`src/rtl/sfla_pkg.sv`:
```
// ----------------------------------------------------------------------------
// sfla_pkg
// Types, constants and codes shared by the free-list allocator modules.
// ----------------------------------------------------------------------------
package sfla_pkg;

    localparam int LIST_COUNT = 32;
    localparam int HEAP_BYTES = 65536;
    localparam int GRANULE    = 16;
    localparam int LINK_DEPTH = HEAP_BYTES / GRANULE;
    localparam int LIST_IDX_W = (LIST_COUNT > 1) ? $clog2(LIST_COUNT) : 1;
    localparam int GRAN_W     = $clog2(LINK_DEPTH);

    localparam int ADDR_W = 32;
    localparam int SIZE_W = 17;
    localparam int ID_W   = 5;
    localparam int SUM_W  = SIZE_W + 2;

    typedef enum logic [1:0] {
        REG_BASE_ADDRESS  = 2'd0,
        REG_HEAP_SIZE     = 2'd1,
        REG_HEADER_ENABLE = 2'd2
    } t_reg_index;

    typedef enum logic {
        CMD_ALLOC = 1'b0,
        CMD_FREE  = 1'b1
    } t_command;

    typedef enum logic [1:0] {
        S_IDLE,
        S_EXEC,
        S_LINK
    } t_state;

    typedef struct packed {
        logic              command;
        logic [SIZE_W-1:0] request_size;
        logic [ID_W-1:0]   list_id;
        logic [ADDR_W-1:0] block_address;
    } t_request;

    typedef struct packed {
        logic [ADDR_W-1:0] result_address;
        logic              reused;
        logic              overflow;
    } t_result;

    typedef struct packed {
        logic              valid;
        logic [ADDR_W-1:0] addr;
    } t_link;

    typedef struct packed {
        logic capture;
        logic link_rd;
        logic commit_pop;
        logic commit_direct;
    } t_ctrl_cmd;

    typedef struct packed {
        logic is_free;
        logic head_valid;
        logic out_free;
    } t_dp_status;

endpackage

```
`src/rtl/sfla_ctrl.sv`:
```
// ----------------------------------------------------------------------------
// sfla_ctrl
// Sequencer: accepts a transaction, then issues either a direct commit or a
// link read followed by a pop commit.
// ----------------------------------------------------------------------------
module sfla_ctrl (
    input  logic                  i_clk,
    input  logic                  i_rst_n,
    input  logic                  i_in_valid,
    input  sfla_pkg::t_dp_status  i_status,
    output sfla_pkg::t_ctrl_cmd   o_cmd,
    output logic                  o_in_stall
);
    import sfla_pkg::*;

    t_state r_state;
    t_state n_state;

    always_ff @(posedge i_clk) begin
        if (!i_rst_n) begin
            r_state <= S_IDLE;
        end else begin
            r_state <= n_state;
        end
    end

    always_comb begin
        n_state    = r_state;
        o_cmd      = '0;
        o_in_stall = 1'b1;
        case (r_state)
            S_IDLE: begin
                o_in_stall = 1'b0;
                if (i_in_valid) begin
                    o_cmd.capture = 1'b1;
                    n_state       = S_EXEC;
                end
            end
            S_EXEC: begin
                if (i_status.is_free || !i_status.head_valid) begin
                    if (i_status.out_free) begin
                        o_cmd.commit_direct = 1'b1;
                        n_state             = S_IDLE;
                    end
                end else begin
                    o_cmd.link_rd = 1'b1;
                    n_state       = S_LINK;
                end
            end
            S_LINK: begin
                if (i_status.out_free) begin
                    o_cmd.commit_pop = 1'b1;
                    n_state          = S_IDLE;
                end
            end
            default: begin
                n_state = S_IDLE;
            end
        endcase
    end

endmodule

```
`config.mk`:
```
export PLATFORM = sky130hd
export DESIGN_NAME = sfla_ctrl
export DESIGN_NICKNAME = d
export VERILOG_FILES = /design/src/rtl/sfla_pkg.sv /design/src/rtl/sfla_ctrl.sv
export SDC_FILE = /design/constraint.sdc
export NUM_CORES = 1
export LEC_CHECK = 0
export BUFFER_PORTS_ARGS = -buffer_cell sky130_fd_sc_hd__clkbuf_2
export CAP_MARGIN = 15
export CORE_AREA = 2 2 39 41
export DETAILED_ROUTE_END_ITERATION = 8
export DIE_AREA = 0 0 41 43
export HOLD_SLACK_MARGIN = 0.08
export MAX_ROUTING_LAYER = met4
export PLACE_DENSITY_LB_ADDON = 0.3
export SLEW_MARGIN = 5
export SYNTH_ARGS = -nofsm -noshare
export SYNTH_HDL_FRONTEND = slang
export SYNTH_SLANG_ARGS = --single-unit
```
`constraint.sdc`:
```
create_clock -name i_clk -period 0.9 [get_ports i_clk]
set_input_delay 0.09 -clock i_clk [delete_from_list [all_inputs] [get_ports i_clk]]
set_output_delay 0.09 -clock i_clk [all_outputs]
set_load 0.01 [all_outputs]
```
======== Yosys cells after proc, flatten, opt, wreduce, memory -nomap -nowiden ========
Index checks and enable logic that the tools add are counted.
cells by class
  eq/ne operators ......................... 3
  muxes and demuxes ....................... 13
  reductions and logical operators ........ 3
operators by type and width
  cell                  count
  $mux W1               9
  $mux W2               3
  $pmux W2 S3           1
  $eq A2 B1 Y1 const B  1
  $eq A2 B2 Y1 const B  1
  $logic_not A2 Y1      1
  $ne A2 B2 Y1 const B  1
  $logic_not A1 Y1      1
  $logic_or A1 B1 Y1    1
word-level totals
  flip-flop bits (word level) ............. 2
  output and inout port bits .............. 5
  word-level logic and storage cells ...... 20

======== Depth between registers and ports, before layout ========
  depth after elaboration ................. 4
  mapped depth ............................ 3
  mapped depth without buffers ............ 3

======== Worst setup path before layout ========
Ideal clock, no wire load.
  path kind ............................... flip-flop to output port
  from .................................... register r_state[0]
  to ...................................... output o_cmd[3] (netlist name)
  arrival ................................. 0.836 ns
  required time ........................... 0.810 ns
  setup slack ............................. -0.026 ns
  cell stages (with the launch flop) ...... 3
  path buffers ............................ 0
  path through ............................ dfxtp_1 > or2_2 > nor2_1
RTL lines
  item                    line             RTL
  start, declared         sfla_ctrl.sv:16  t_state r_state;
  start signal, assigned  sfla_ctrl.sv:23  r_state <= n_state;
  end, declared           sfla_ctrl.sv:11  output sfla_pkg::t_ctrl_cmd o_cmd,

==> impl_metrics.env <==
export IMPL_power_leakage_nw=0.139
export IMPL_worst_slew_margin_rel_pct=86.8
export IMPL_synthesis_area_um2=140
export IMPL_dieArea_um2=1760
export IMPL_synth_top_cell_by_area="dfxtp_1"
export IMPL_yosysSeqAreaShare_pct=28.6
export IMPL_grt_max_degree=6
export IMPL_synth_top_area_share_pct=28.6
export IMPL_nets=39
export IMPL_drive_gt1_share_pct=77.4
export IMPL_drtPass1Iterations=2
export IMPL_grt_pass1_wl_um=655
export IMPL_top_regs="r_state x2"
export IMPL_die_h_um=43
export IMPL_power_share_switching_pct=23.2
export IMPL_period_needed_ns=1.08
export IMPL_crit_start="r_state[0]"
export IMPL_required_ns=0.81
export IMPL_area_delta_synth_final_pct=93.8
export IMPL_drc=0
export IMPL_root_buffer="clkbuf_4"
export IMPL_rsz0062_at_grt="yes"
export IMPL_cts_hold_buf=0
export IMPL_synth_cells=15
export IMPL_num_vias=165
export IMPL_wirelength_um=426
export IMPL_power_total_uw=378
export IMPL_arrival_ns=0.99
export IMPL_clkLatencyLatePin_ns=0.22
export IMPL_rows=14
export IMPL_combPwrFrac_pct=22.0
export IMPL_viasPerCell=3.51
export IMPL_port_buffers=10
export IMPL_yosysUniqueCellTypes=12
export IMPL_coreArea_um2=1380
export IMPL_crit_type="flip-flop to output pin"
export IMPL_power_switching_uw=87.8
export IMPL_start_kind="flip-flop"
export IMPL_avgRoutedWirePerCell_um=9.06
export IMPL_multi_input_comb_area_um2=106
export IMPL_synth_seq_cells=2
export IMPL_fillers=162
export IMPL_hold_start="i_rst_n"
export IMPL_avgSynthCellArea_um2=9.34
export IMPL_worstHoldPathType="input pin to flip-flop"
export IMPL_maxCapViolCount=0
export IMPL_ys_warn_count=0
export IMPL_gp_congestion=0.640
export IMPL_cts_buffers=3
export IMPL_r2r_start="r_state[0]"
export IMPL_p_clk_share_pct=51.6
export IMPL_worst_slack_ns=-0.180
export IMPL_cp_end_kind="output pin"
export IMPL_outcome="complete, but fails checks"
export IMPL_cellPowerDensity_nw_per_um2=1390
export IMPL_htreeDepth=1
export IMPL_synth_fp_nets=21
export IMPL_largest_reg_flops=2
export IMPL_drtIter0Drc=3
export IMPL_die_w_um=41
export IMPL_yosys_top_cells_area="dfxtp_1, nor3b_2, nand2b_4"
export IMPL_regMostFlops="r_state"
export IMPL_num_io_pins=11
export IMPL_cpMaxStageDelayCell="dfxtp_2"
export IMPL_hold_viol_final=0
export IMPL_antenna_found_initial=0
export IMPL_cts_tree="yes"
export IMPL_floorplan_initialDensity_pct=10.1
export IMPL_grt_pass1_vias=168
export IMPL_slew_viol_final=0
export IMPL_worst_pin_slew_ns=0.197
export IMPL_ir_drop_uv=912
export IMPL_clock_path_buffers=2
export IMPL_seqCellArea_um2=42.5
export IMPL_timing_final_crit_share_pct=120
export IMPL_cpPeakStageDelay_ns=0.32
export IMPL_fin_skew_ns=0.00377
export IMPL_fmax_mhz=926
export IMPL_path_cells="or2_4, nor2_2, buf_2"
export IMPL_whs_ns=0.0992
export IMPL_clkSinkCount=2
export IMPL_ant_nets=0
export IMPL_clk_transition_reported_paths_ns=0.03
export IMPL_grt_overflow_total=0
export IMPL_p_int_uw=291
export IMPL_placed_area_um2=228
export IMPL_grt_total_usage_pct=6.36
export IMPL_final_area_um2=272
export IMPL_cp_max_fo=5
export IMPL_setup_violations=7
export IMPL_antenna_cells=0
export IMPL_violations="setup timing"
export IMPL_seqPwrFrac_pct=26.4
-- final timing paths --
check | slack [ns] | to | cells after the start
setup reg to reg | -0.03 | r_state[0] | 4
setup / recovery | -0.18 | o_cmd[3] | 3
hold / removal | 0.1 | r_state[1] | 2
hold reg to reg | 0.55 | r_state[0] | 2
-- cell usage in the layout, fill, tap and decap left out --
| cell | n |
|---|---|
| a2bb2oi_1 | 1 |
| and4b_1 | 1 |
| buf_2 | 4 |
| buf_4 | 2 |
| buf_6 | 1 |
| clkbuf_2 | 6 |
| clkbuf_4 | 3 |
| dfxtp_2 | 2 |
| inv_1 | 1 |
| nand2_1 | 1 |
| nand2b_4 | 1 |
| nor2_1 | 1 |
| nor2_2 | 1 |
| nor2b_1 | 1 |
| nor3b_2 | 3 |
| o21a_1 | 1 |
| or2_4 | 1 |
-- cells by family after synthesis --
group | count (synthesis) | share of synthesized area, %
buf+inv | 1 | 2.68
simple gates | 10 | 57.1
compound gates | 2 | 11.6
flops | 2 | 28.6
-- through the flow --
| step | instances | util (%) | setup TNS, ns | setup slack, ns |
|---|---|---|---|---|
| after floorplan | 15 | - | 0 | 0.0134 |
| after global placement | 43 | 16.5 | -0.0329 | -0.0329 |
| after detailed placement | 43 | 16.5 | -0.0412 | -0.0412 |
| after CTS | 47 | 19.3 | -0.743 | -0.200 |
| after global routing | 47 | 19.6 | -0.924 | -0.220 |
| final | 47 | 19.6 | -0.618 | -0.180 |
-- Yosys cell counts, drive strengths merged --
cell	n
nand2	1
inv	1
and4b	1
nand2b	1
nor2b	1
or2	1
nor2	2
o21a	1
nor3b	3
a2bb2oi	1
dfxtp	2
-- critical path: cells and delay by family (launching register included) --
kind	cells	cell delay, ns
flip-flops	1	0.32
AND/OR/NAND/NOR	2	0.32
buffers and inverters	1	0.13
-- area by class of cell --
type	instances	share of cell area [%]
inverters	1	1.38
clock buffers	3	8.29
multi-input cells	12	39.2
flip-flops and latches	2	15.7
well taps	16	7.37
repair buffers	13	28.1
-- power groups by stage --
| stage | combinational (mW) | sequential (mW) | clock (mW) |
|---|---|---|---|
| after floorplan | 0.0367 | 0.0999 | 0 |
| after global placement | 0.0729 | 0.100 | 0 |
| after detailed placement | 0.0722 | 0.100 | 0 |
| after CTS | 0.0817 | 0.0996 | 0.208 |
| after global routing | 0.0904 | 0.100 | 0.221 |
| final | 0.0831 | 0.0999 | 0.195 |
-- what timing repair did --
action	4_1_cts	5_1_grt
buffers inserted	1	1
resized for setup	4	5
setup endpoints to repair	5	7
pin swaps	1	2
-- per-layer routing --
| layer | global-route usage, % | wire length, µm | up-vias |
|---|---|---|---|
| met2 | 5.63 | 122 | 15 |
| met1 | 8.28 | 209 | 65 |
| li1 | - | - | 85 |
| met4 | 4.00 | 0 | 0 |
| met3 | 6.28 | 93 | 0 |
| met5 | - | 0 | - |
No activity file was read; power rests on OpenSTA's default activity.
